==> config.mk <==
export PLATFORM = sky130hd
export DESIGN_NAME = piecewise_linear_curve_map_unit
export DESIGN_NICKNAME = d
export VERILOG_FILES = /design/src/hw/rtl/plcm_pkg.sv /design/src/hw/rtl/plcm_front.sv /design/src/hw/rtl/plcm_queue.sv /design/src/hw/rtl/plcm_back.sv /design/src/hw/rtl/piecewise_linear_curve_map_unit.sv
export VERILOG_INCLUDE_DIRS = /design/src /design/src/hw/rtl
export SDC_FILE = /design/constraint.sdc
export NUM_CORES = 2
export LEC_CHECK = 0
export BUFFER_PORTS_ARGS = -buffer_cell sky130_fd_sc_hd__buf_4
export CORE_ASPECT_RATIO = 0.9
export CORE_MARGIN = 2
export CORE_UTILIZATION = 52
export CTS_BUF_LIST = sky130_fd_sc_hd__clkbuf_8
export DETAILED_ROUTE_END_ITERATION = 16
export HOLD_SLACK_MARGIN = 0.02
export PLACE_DENSITY = 0.68
export SKIP_CTS_REPAIR_TIMING = 1
export SYNTH_ARGS = -nofsm -noshare
export SYNTH_HDL_FRONTEND = slang
export SYNTH_SLANG_ARGS = --single-unit
==> constraint.sdc <==
create_clock -name clock -period 8 [get_ports clock]
set_input_delay 1.6 -clock clock [delete_from_list [all_inputs] [get_ports clock]]
set_output_delay 1.6 -clock clock [all_outputs]
set_load 0.005 [all_outputs]
==> src/hw/rtl/assert_macros.svh <==
// assertion macros shared by the curve map rtl
// no dependencies; taken in by the modules that carry assertions
`ifndef ASSERT_MACROS_SVH
`define ASSERT_MACROS_SVH

// condition must hold in every cycle outside reset
`define ASSERT_ALWAYS(lbl, clk, rst, cond, msg) \
   lbl: assert property (@(posedge clk) disable iff (rst) (cond)) else $error(msg);

// consequent must hold in the same cycle as the antecedent
`define ASSERT_IMPLIES(lbl, clk, rst, ante, cons, msg) \
   lbl: assert property (@(posedge clk) disable iff (rst) (ante) |-> (cons)) else $error(msg);

// consequent must hold in the cycle after the antecedent
`define ASSERT_NEXT(lbl, clk, rst, ante, cons, msg) \
   lbl: assert property (@(posedge clk) disable iff (rst) (ante) |=> (cons)) else $error(msg);

`endif

==> src/hw/rtl/plcm_pkg.sv <==
// shared types and constants of the piecewise linear curve map unit
// no dependencies; imported by every module of the block
`timescale 1ns / 1ps

package plcm_pkg;

   // fixed field widths
   localparam int DATA_W  = 16;
   localparam int IDX_W   = 4;
   localparam int COUNT_W = 5;

   // curve table depth default
   localparam int MAX_POINTS_DEFAULT = 16;

   // register port
   localparam int PADDR_W   = 3;
   localparam int PDATA_W   = 32;
   localparam int CSR_IDX_W = 1;
   localparam logic [CSR_IDX_W-1:0] REG_POINT_COUNT = 1'd0;

   // action field codes
   localparam logic ACTION_LOAD = 1'b0;
   localparam logic ACTION_MAP  = 1'b1;

   // command kinds handed from front to back
   localparam int KIND_W = 2;
   localparam logic [KIND_W-1:0] CMD_LOAD = 2'd0;
   localparam logic [KIND_W-1:0] CMD_DROP = 2'd1;
   localparam logic [KIND_W-1:0] CMD_MAP  = 2'd2;

   // command queue, depth must be a power of two
   localparam int QUEUE_DEPTH = 2;
   localparam int QPTR_W      = $clog2(QUEUE_DEPTH);
   localparam int QCNT_W      = $clog2(QUEUE_DEPTH + 1);

   // iterative divider: one quotient bit a cycle
   localparam int DIV_STEPS = 32;
   localparam int DIV_CNT_W = $clog2(DIV_STEPS);

   typedef struct packed {
      logic [KIND_W-1:0]        kind;
      logic [IDX_W-1:0]         index;
      logic signed [DATA_W-1:0] a;      // point x for loads, sample for maps
      logic signed [DATA_W-1:0] b;      // point y for loads
   } cmd_type;

   typedef struct packed {
      logic full;
      logic empty;
   } qstat_type;

endpackage

==> src/hw/rtl/plcm_front.sv <==
// front end: accepts command transfers and classifies them for the back end
// depends on plcm_pkg
`timescale 1ns / 1ps

module plcm_front
   import plcm_pkg::*;
#(
   parameter int MAX_POINTS = MAX_POINTS_DEFAULT
) (
   input  logic                     start,
   output logic                     busy,
   input  logic                     req_action,
   input  logic [IDX_W-1:0]         req_point_index,
   input  logic signed [DATA_W-1:0] req_point_x,
   input  logic signed [DATA_W-1:0] req_point_y,
   input  logic signed [DATA_W-1:0] req_sample,
   input  qstat_type                qstat,
   output logic                     push,
   output cmd_type                  push_cmd
);

   logic slot_ok;

   assign busy    = qstat.full;
   assign push    = start && !qstat.full;
   assign slot_ok = 32'(req_point_index) < MAX_POINTS;

   always_comb begin
      push_cmd.index = req_point_index;
      push_cmd.b     = req_point_y;
      if (req_action == ACTION_MAP) begin
         push_cmd.kind = CMD_MAP;
         push_cmd.a    = req_sample;
      end else begin
         // loads to slots past the table are dropped
         push_cmd.kind = slot_ok ? CMD_LOAD : CMD_DROP;
         push_cmd.a    = req_point_x;
      end
   end

endmodule

==> src/hw/rtl/plcm_queue.sv <==
// short command queue between front and back end
// depends on plcm_pkg and assert_macros.svh
`timescale 1ns / 1ps
`include "assert_macros.svh"

module plcm_queue
   import plcm_pkg::*;
(
   input  logic      clock,
   input  logic      reset,
   input  logic      push,
   input  cmd_type   push_cmd,
   input  logic      pop,
   output cmd_type   head,
   output qstat_type qstat
);

   cmd_type           slot_ff [QUEUE_DEPTH];
   logic [QPTR_W-1:0] wr_ptr_ff;
   logic [QPTR_W-1:0] rd_ptr_ff;
   logic [QCNT_W-1:0] fill_ff;

   assign head        = slot_ff[rd_ptr_ff];
   assign qstat.full  = fill_ff == QCNT_W'(QUEUE_DEPTH);
   assign qstat.empty = fill_ff == '0;

   always_ff @(posedge clock) begin
      if (push) begin
         slot_ff[wr_ptr_ff] <= push_cmd;
      end
   end

   always_ff @(posedge clock) begin
      if (reset) begin
         wr_ptr_ff <= '0;
         rd_ptr_ff <= '0;
         fill_ff   <= '0;
      end else begin
         if (push) begin
            wr_ptr_ff <= wr_ptr_ff + 1'b1;
         end
         if (pop) begin
            rd_ptr_ff <= rd_ptr_ff + 1'b1;
         end
         if (push && !pop) begin
            fill_ff <= fill_ff + 1'b1;
         end else if (pop && !push) begin
            fill_ff <= fill_ff - 1'b1;
         end
      end
   end

   `ASSERT_IMPLIES(a_no_push_full, clock, reset, push, !qstat.full, "push into full queue")
   `ASSERT_IMPLIES(a_no_pop_empty, clock, reset, pop, !qstat.empty, "pop from empty queue")
   `ASSERT_ALWAYS(a_fill_bound, clock, reset, fill_ff <= QCNT_W'(QUEUE_DEPTH), "fill overrun")

endmodule

==> src/hw/rtl/plcm_back.sv <==
// back end: curve table memory, segment search, multiply and iterative divide
// depends on plcm_pkg and assert_macros.svh
`timescale 1ns / 1ps
`include "assert_macros.svh"

module plcm_back
   import plcm_pkg::*;
#(
   parameter int MAX_POINTS = MAX_POINTS_DEFAULT
) (
   input  logic               clock,
   input  logic               reset,
   input  logic [COUNT_W-1:0] point_count,
   input  qstat_type          qstat,
   input  cmd_type            head,
   output logic               pop,
   output logic               rsp_strobe,
   output logic [DATA_W-1:0]  rsp_drive_value
);

   localparam int AW = $clog2(MAX_POINTS);
   localparam int CW = $clog2(MAX_POINTS + 1);

   localparam logic [2:0] S_IDLE  = 3'd0;
   localparam logic [2:0] S_LAST  = 3'd1;
   localparam logic [2:0] S_FIRST = 3'd2;
   localparam logic [2:0] S_SCAN  = 3'd3;
   localparam logic [2:0] S_MUL   = 3'd4;
   localparam logic [2:0] S_ABS   = 3'd5;
   localparam logic [2:0] S_DIV   = 3'd6;
   localparam logic [2:0] S_FIN   = 3'd7;

   // table memory, x in the upper half, y in the lower
   logic [2*DATA_W-1:0] curve_ff [MAX_POINTS];
   logic [2*DATA_W-1:0] rd_entry_ff;
   logic [AW-1:0]       rd_addr;
   logic                wr_en;

   logic [2:0]                 state_ff, state_in;
   logic [AW-1:0]              scan_idx_ff, scan_idx_in;
   logic signed [DATA_W-1:0]   sample_ff, sample_in;
   logic signed [DATA_W-1:0]   prev_x_ff, prev_x_in;
   logic signed [DATA_W-1:0]   prev_y_ff, prev_y_in;
   logic signed [DATA_W-1:0]   y0_ff, y0_in;
   logic signed [DATA_W-1:0]   y1_ff, y1_in;
   logic signed [DATA_W:0]     dx_ff, dx_in;
   logic signed [DATA_W:0]     dy_ff, dy_in;
   logic signed [DATA_W:0]     ds_ff, ds_in;
   logic signed [2*DATA_W+1:0] prod_ff, prod_in;
   logic                       neg_ff, neg_in;
   logic [DIV_STEPS-1:0]       num_ff, num_in;
   logic [DATA_W-1:0]          den_ff, den_in;
   logic [DATA_W-1:0]          rem_ff, rem_in;
   logic [DIV_CNT_W-1:0]       bit_cnt_ff, bit_cnt_in;
   logic                       rsp_strobe_ff;
   logic [DATA_W-1:0]          rsp_value_ff;

   logic                       res_valid;
   logic [DATA_W-1:0]          res_value;
   logic [CW-1:0]              n_eff;
   logic [AW-1:0]              last_addr;
   logic signed [DATA_W-1:0]   rd_x, rd_y;
   logic signed [2*DATA_W+1:0] prod_mag;
   logic signed [DATA_W:0]     den_full;
   logic [DATA_W:0]            shifted;
   logic                       ge;
   logic signed [DIV_STEPS+1:0] fin_sum;

   assign rd_x = $signed(rd_entry_ff[2*DATA_W-1:DATA_W]);
   assign rd_y = $signed(rd_entry_ff[DATA_W-1:0]);

   always_comb begin
      if (32'(point_count) > MAX_POINTS) begin
         n_eff = CW'(MAX_POINTS);
      end else begin
         n_eff = CW'(point_count);
      end
   end

   assign last_addr = AW'(n_eff - CW'(1));

   always_ff @(posedge clock) begin
      if (wr_en) begin
         curve_ff[AW'(head.index)] <= {head.a, head.b};
      end
      rd_entry_ff <= curve_ff[rd_addr];
   end

   // helpers for the divider setup and step
   assign prod_mag = prod_ff[2*DATA_W+1] ? -prod_ff : prod_ff;
   assign den_full = dx_ff[DATA_W] ? -dx_ff : dx_ff;
   assign shifted  = {rem_ff, num_ff[DIV_STEPS-1]};
   assign ge       = shifted >= {1'b0, den_ff};

   always_comb begin
      state_in    = state_ff;
      scan_idx_in = scan_idx_ff;
      sample_in   = sample_ff;
      prev_x_in   = prev_x_ff;
      prev_y_in   = prev_y_ff;
      y0_in       = y0_ff;
      y1_in       = y1_ff;
      dx_in       = dx_ff;
      dy_in       = dy_ff;
      ds_in       = ds_ff;
      prod_in     = prod_ff;
      neg_in      = neg_ff;
      num_in      = num_ff;
      den_in      = den_ff;
      rem_in      = rem_ff;
      bit_cnt_in  = bit_cnt_ff;
      pop         = 1'b0;
      wr_en       = 1'b0;
      rd_addr     = '0;
      res_valid   = 1'b0;
      res_value   = sample_ff;
      fin_sum     = '0;
      unique case (state_ff)
         S_IDLE: begin
            if (!qstat.empty) begin
               pop = 1'b1;
               unique case (head.kind)
                  CMD_LOAD: begin
                     wr_en = 1'b1;
                  end
                  CMD_MAP: begin
                     sample_in = head.a;
                     if (n_eff == '0) begin
                        res_valid = 1'b1;
                        res_value = head.a;
                     end else begin
                        rd_addr  = '0;
                        state_in = S_FIRST;
                     end
                  end
                  default: ;
               endcase
            end
         end
         S_FIRST: begin
            // below the first x wins over above the last x
            if (sample_ff < rd_x) begin
               res_valid = 1'b1;
               res_value = rd_y;
               state_in  = S_IDLE;
            end else begin
               prev_x_in = rd_x;
               prev_y_in = rd_y;
               rd_addr   = last_addr;
               state_in  = S_LAST;
            end
         end
         S_LAST: begin
            if (sample_ff > rd_x) begin
               res_valid = 1'b1;
               res_value = rd_y;
               state_in  = S_IDLE;
            end else if (sample_ff <= prev_x_ff) begin
               // sample on the first x
               res_valid = 1'b1;
               res_value = prev_y_ff;
               state_in  = S_IDLE;
            end else begin
               rd_addr     = AW'(1);
               scan_idx_in = AW'(1);
               state_in    = S_SCAN;
            end
         end
         S_SCAN: begin
            if (sample_ff <= rd_x) begin
               dx_in    = (DATA_W+1)'(rd_x) - (DATA_W+1)'(prev_x_ff);
               dy_in    = (DATA_W+1)'(rd_y) - (DATA_W+1)'(prev_y_ff);
               ds_in    = (DATA_W+1)'(sample_ff) - (DATA_W+1)'(prev_x_ff);
               y0_in    = prev_y_ff;
               y1_in    = rd_y;
               state_in = S_MUL;
            end else begin
               prev_x_in   = rd_x;
               prev_y_in   = rd_y;
               rd_addr     = scan_idx_ff + 1'b1;
               scan_idx_in = scan_idx_ff + 1'b1;
            end
         end
         S_MUL: begin
            if (dx_ff == '0) begin
               res_valid = 1'b1;
               res_value = y1_ff;
               state_in  = S_IDLE;
            end else begin
               prod_in  = ds_ff * dy_ff;
               state_in = S_ABS;
            end
         end
         S_ABS: begin
            num_in     = prod_mag[DIV_STEPS-1:0];
            den_in     = den_full[DATA_W-1:0];
            rem_in     = '0;
            neg_in     = prod_ff[2*DATA_W+1] ^ dx_ff[DATA_W];
            bit_cnt_in = '0;
            state_in   = S_DIV;
         end
         S_DIV: begin
            rem_in     = ge ? DATA_W'(shifted - {1'b0, den_ff}) : shifted[DATA_W-1:0];
            num_in     = {num_ff[DIV_STEPS-2:0], ge};
            bit_cnt_in = bit_cnt_ff + 1'b1;
            if (bit_cnt_ff == DIV_CNT_W'(DIV_STEPS - 1)) begin
               state_in = S_FIN;
            end
         end
         S_FIN: begin
            if (neg_ff) begin
               fin_sum = (DIV_STEPS+2)'(y0_ff) - (DIV_STEPS+2)'(num_ff);
            end else begin
               fin_sum = (DIV_STEPS+2)'(y0_ff) + (DIV_STEPS+2)'(num_ff);
            end
            if (fin_sum > (DIV_STEPS+2)'(32767)) begin
               res_value = 16'h7FFF;
            end else if (fin_sum < -(DIV_STEPS+2)'(32768)) begin
               res_value = 16'h8000;
            end else begin
               res_value = fin_sum[DATA_W-1:0];
            end
            res_valid = 1'b1;
            state_in  = S_IDLE;
         end
         default: begin
            state_in = S_IDLE;
         end
      endcase
   end

   always_ff @(posedge clock) begin
      if (reset) begin
         state_ff      <= S_IDLE;
         rsp_strobe_ff <= 1'b0;
      end else begin
         state_ff      <= state_in;
         rsp_strobe_ff <= res_valid;
      end
   end

   always_ff @(posedge clock) begin
      scan_idx_ff  <= scan_idx_in;
      sample_ff    <= sample_in;
      prev_x_ff    <= prev_x_in;
      prev_y_ff    <= prev_y_in;
      y0_ff        <= y0_in;
      y1_ff        <= y1_in;
      dx_ff        <= dx_in;
      dy_ff        <= dy_in;
      ds_ff        <= ds_in;
      prod_ff      <= prod_in;
      neg_ff       <= neg_in;
      num_ff       <= num_in;
      den_ff       <= den_in;
      rem_ff       <= rem_in;
      bit_cnt_ff   <= bit_cnt_in;
      rsp_value_ff <= res_value;
   end

   assign rsp_strobe      = rsp_strobe_ff;
   assign rsp_drive_value = rsp_value_ff;

   `ASSERT_IMPLIES(a_pop_idle, clock, reset, pop, state_ff == S_IDLE, "pop outside idle")
   `ASSERT_IMPLIES(a_scan_bound, clock, reset, state_ff == S_SCAN, CW'(scan_idx_ff) < n_eff, "scan ran past last point")
   `ASSERT_NEXT(a_div_flow, clock, reset, state_ff == S_DIV, state_ff == S_DIV || state_ff == S_FIN, "divider left early")

endmodule

==> src/hw/rtl/piecewise_linear_curve_map_unit.sv <==
// top level of the piecewise linear curve map unit; depends on plcm_pkg, front, queue and back
// a map resolves with no points, below the first x, above the last x or on the first x,
//    on a zero-width segment, or by interpolation through the multiply and the divider
// loads one per cycle while the back end is idle; a map holds the back end, while a
//    two-entry command queue takes further start transfers before busy is raised
// synchronous reset clears point_count, the queue and the control; table is undefined
`timescale 1ns / 1ps

module piecewise_linear_curve_map_unit
   import plcm_pkg::*;
#(
   parameter int MAX_POINTS = MAX_POINTS_DEFAULT
) (
   input  logic                     clock,
   input  logic                     reset,
   // command channel
   input  logic                     start,
   output logic                     busy,
   input  logic                     req_action,
   input  logic [IDX_W-1:0]         req_point_index,
   input  logic signed [DATA_W-1:0] req_point_x,
   input  logic signed [DATA_W-1:0] req_point_y,
   input  logic signed [DATA_W-1:0] req_sample,
   // result channel, one cycle strobe, no back-pressure
   output logic                     rsp_strobe,
   output logic signed [DATA_W-1:0] rsp_drive_value,
   // register port
   input  logic                     psel,
   input  logic                     penable,
   input  logic                     pwrite,
   input  logic [PADDR_W-1:0]       paddr,
   input  logic [PDATA_W-1:0]       pwdata,
   output logic [PDATA_W-1:0]       prdata,
   output logic                     pready
);

   logic [COUNT_W-1:0]   point_count_ff, point_count_in;
   logic [CSR_IDX_W-1:0] csr_idx;
   logic                 csr_wr;
   logic                 push;
   logic                 pop;
   cmd_type              push_cmd;
   cmd_type              head;
   qstat_type            qstat;
   logic [DATA_W-1:0]    drive_raw;

   // register port: word index from the byte address, no wait states
   assign pready  = 1'b1;
   assign csr_idx = paddr[PADDR_W-1:2];
   assign csr_wr  = psel && penable && pwrite && pready;

   always_comb begin
      point_count_in = point_count_ff;
      if (csr_wr && csr_idx == REG_POINT_COUNT) begin
         point_count_in = pwdata[COUNT_W-1:0];
      end
   end

   always_ff @(posedge clock) begin
      if (reset) begin
         point_count_ff <= '0;
      end else begin
         point_count_ff <= point_count_in;
      end
   end

   // reads of addresses past the register list return zero
   assign prdata = (csr_idx == REG_POINT_COUNT) ? PDATA_W'(point_count_ff) : '0;

   // front end: takes the transfer and tags it load, drop or map
   plcm_front #(
      .MAX_POINTS(MAX_POINTS)
   ) u_front (
      .start          (start),
      .busy           (busy),
      .req_action     (req_action),
      .req_point_index(req_point_index),
      .req_point_x    (req_point_x),
      .req_point_y    (req_point_y),
      .req_sample     (req_sample),
      .qstat          (qstat),
      .push           (push),
      .push_cmd       (push_cmd)
   );

   // decoupling queue between the two halves
   plcm_queue u_queue (
      .clock   (clock),
      .reset   (reset),
      .push    (push),
      .push_cmd(push_cmd),
      .pop     (pop),
      .head    (head),
      .qstat   (qstat)
   );

   // back end: table memory, serial segment search, multiply, divide, saturate
   plcm_back #(
      .MAX_POINTS(MAX_POINTS)
   ) u_back (
      .clock          (clock),
      .reset          (reset),
      .point_count    (point_count_ff),
      .qstat          (qstat),
      .head           (head),
      .pop            (pop),
      .rsp_strobe     (rsp_strobe),
      .rsp_drive_value(drive_raw)
   );

   assign rsp_drive_value = $signed(drive_raw);

endmodule
==> flow_summary_export.csv <==
group,metric,value,unit
cts,cts-root-buf,"clkbuf_8",
layout,final_common_cell,"edfxtp_1",
floorplanning,die_area,100000,um2
cts,htreeDepth,4,
global_routing,grt_start_max_net_pins,127,
layout,final_layout_size_suffix_gt1_share,10.2,%
sta,slew_headroom,17.1,%
placed_design,gp_congestion,0.919,
cts,clock_path_buffers,3,
pwr,ir_drop,188,uV
route,routedWlPerCell,21.7,um
layout,seq_area,26000,um2
route,drt_iter0_drc,2699,
pwr,p_leak,21.1,nW
layout,design_area,55700,um2
cts,clk_pin_slew,0.06,ns
setup_path,max_stage_delay,0.79,ns
sta,hold_viol_final,0,
layout,multiInputGateArea,22700,um2
sta,rsz0062_at_grt,"no",
layout,area_growth,9.57,%
floorplanning,num_rows,108,
cts,cts_tree,"yes",
setup_path,cp_slowest_cell,"edfxtp_1",
placed_design,hpwl,81200,um
cts,clock_latency,0.84,ns
layout,fillCellCount,7884,
global_routing,grt_pass1_vias,32062,
synthesis,syn_inst,4071,
floorplanning,die_w,334,um
setup_path,cp-start-kind,"flop",
synthesis,synth.avg_cell_area,12.5,um2
setup_path,cp-end-kind,"flop",
route,vias,31706,
flow_run,max_cap_violations,0,
synthesis,synth-edff-count,824,
layout,final_cell_mix,"edfxtp_1 (824), inv_1 (505), nand2_1 (313)",
route,ant_nets,0,
sta,tightest_slew,1.24,ns
sta,timing.setup.tns,0,ns
outcome,status,"finished clean",
global_routing,grt_overflow,0,
route,drc,0,
synthesis,synth.distinct_cells,91,
synthesis,netlist_area,50900,um2
synthesis,async_flop_share,0,%
global_routing,grt_pass1_wl,187000,um
sta,fin_crit,7.19,ns
placed_design,io_buffers,87,
placed_design,placed_area,53000,um2
global_routing,antenna_found_initial,2,
pwr,powerDensity,220,nW/um2
route,via_per_inst,5.66,
sta,fmax,0.139,GHz
synthesis,synth_seq_area_share,51.1,%
floorplanning,pin_count,145,
layout,nets,4823,
global_routing,grtUsageTotal,24.6,%
synthesis,synth_seq_cells,886,
sta,fin_crit_sh,89.8,%
setup_path,cp_data_arrival_time,7.74,ns
sta,setup_viol,0,
cts,cts_buffers,143,
setup_path,worstSetupPathType,"reg2reg",
floorplanning,die_y,301,um
synthesis,ys.flop_type,"edfxtp_1",
worst_hold_path,min_path_type,"reg2reg",
floorplanning,core_area,96600,um2
setup_path,crit_required,8.56,ns
setup_path,cp_max_fo,17,
sta,maxSlewViolCount,0,
route,routed_wl,121000,um
route,dr.pass1.iters,5,
sta,skew,0.0520,ns
floorplanning,start_util,52.6,%
synthesis,ys_warn_count,0,
cts,cts.sinks,886,
setup_path,crit_top_cell,"fa_1",
-- metrics by stage --
step                      total power [mW]  util, %  instances  hold slack, ns  worst slack, ns
after floorplan                       7.59        -       4097           0.426             1.64
after global placement                8.55     54.9       5340           0.456            0.914
after detailed placement              8.59     54.9       5340           0.460            0.841
after CTS                             12.3     57.7       5594           0.479            0.839
after global routing                  12.8     57.7       5596           0.497            0.406
final                                 12.3     57.7       5598           0.475            0.813
-- critical path: cells and delay by family, from the launching register on --
kind | cells | cell delay [ns]
AO/OA/AOI/OAI | 10 | 1.83
flip-flops | 1 | 0.79
XOR/XNOR | 1 | 0.07
AND/OR/NAND/NOR | 2 | 0.37
buffers and inverters | 5 | 0.48
adder cells (fa/ha/maj) | 7 | 3.40
-- sequential cells by signal, indices dropped and copies added, names as in the netlist, 17 cells and up, named ones only --
register            count
u_back.curve_ff       512
u_back.ds_ff           17
u_back.dx_ff           17
u_back.dy_ff           17
u_back.num_ff          32
u_back.prod_ff         33
u_back.rd_entry_ff     32
u_queue.slot_ff        74
-- cell families (layout without fill, tap and decap cells) --
kind of cell | after synthesis | in the layout | synth area share (%)
DFF | 886 | 886 | 51.1
muxes | 346 | 346 | 6.96
xor gates and xnor gates | 184 | 184 | 3.18
other | 2 | 32 | 0.0148
buffers and inverters | 616 | 848 | 4.89
and+or+nand+nor | 922 | 922 | 9.12
adders and majority gates | 509 | 509 | 17.0
AOI/OAI and AO/OA | 606 | 606 | 7.77
-- Yosys cell counts (16+ instances only) --
| cell | instances | area, um2 |
|---|---|---|
| nor2_1 | 180 | 676 |
| mux2i_1 | 284 | 2840 |
| o22ai_1 | 125 | 782 |
| dfxtp_1 | 62 | 1240 |
| fa_1 | 301 | 6030 |
| and2_1 | 142 | 888 |
| o21ai_0 | 136 | 681 |
| buf_4 | 37 | 278 |
| nor3_1 | 48 | 240 |
| nor2b_1 | 30 | 188 |
| nand2_1 | 313 | 1170 |
| xor2_1 | 71 | 622 |
| a21boi_0 | 22 | 165 |
| xnor2_1 | 112 | 981 |
| nand3_1 | 23 | 115 |
| a31oi_1 | 17 | 106 |
| a21o_1 | 33 | 248 |
| ha_1 | 208 | 2600 |
| nand2b_1 | 37 | 231 |
| a21oi_1 | 113 | 566 |
| edfxtp_1 | 824 | 24700 |
| o31ai_1 | 18 | 135 |
| or4_1 | 44 | 330 |
| mux2_2 | 62 | 698 |
| and3_1 | 16 | 100 |
| clkbuf_1 | 96 | 360 |
| nand4_1 | 19 | 119 |
| buf_2 | 22 | 110 |
| inv_1 | 451 | 1690 |
-- metal layers --
layer	vias to the layer above	global-route usage [%]	share of wire, %
met3	235	3.97	6.4
met2	1024	40.6	47
met4	0	8.52	3.1
met5	-	0	0
met1	15758	33.4	43
li1	14689	-	-
-- area by class of cell --
type	instances	share of cell area, %
antenna	4	0.0180
clock buffer	151	3.73
clock inverter	103	1.10
inverter	451	3.04
multi-input combinational	2595	40.7
sequential	886	46.6
tap	1265	2.84
timing repair buffer	143	1.97
-- worst paths after layout --
check	start	to	slack (ns)	cells after the start
setup reg to reg	u_back.dy_ff[2]	u_back.prod_ff[33]	0.81	25
setup / recovery	u_back.dy_ff[2]	u_back.prod_ff[33]	0.81	25
hold reg to reg	u_back.dx_ff[0]	u_back.den_ff[0]	0.47	0
hold / removal	u_back.dx_ff[0]	u_back.den_ff[0]	0.47	0
-- power by group --
part	leakage (nW)	internal, mW	total [mW]	switching [mW]
combinational	11.6	0.923	2.54	1.62
sequential	7.96	5.74	6.00	0.257
clock	1.57	1.85	3.71	1.86
Power figures use the tool's default switching activity.
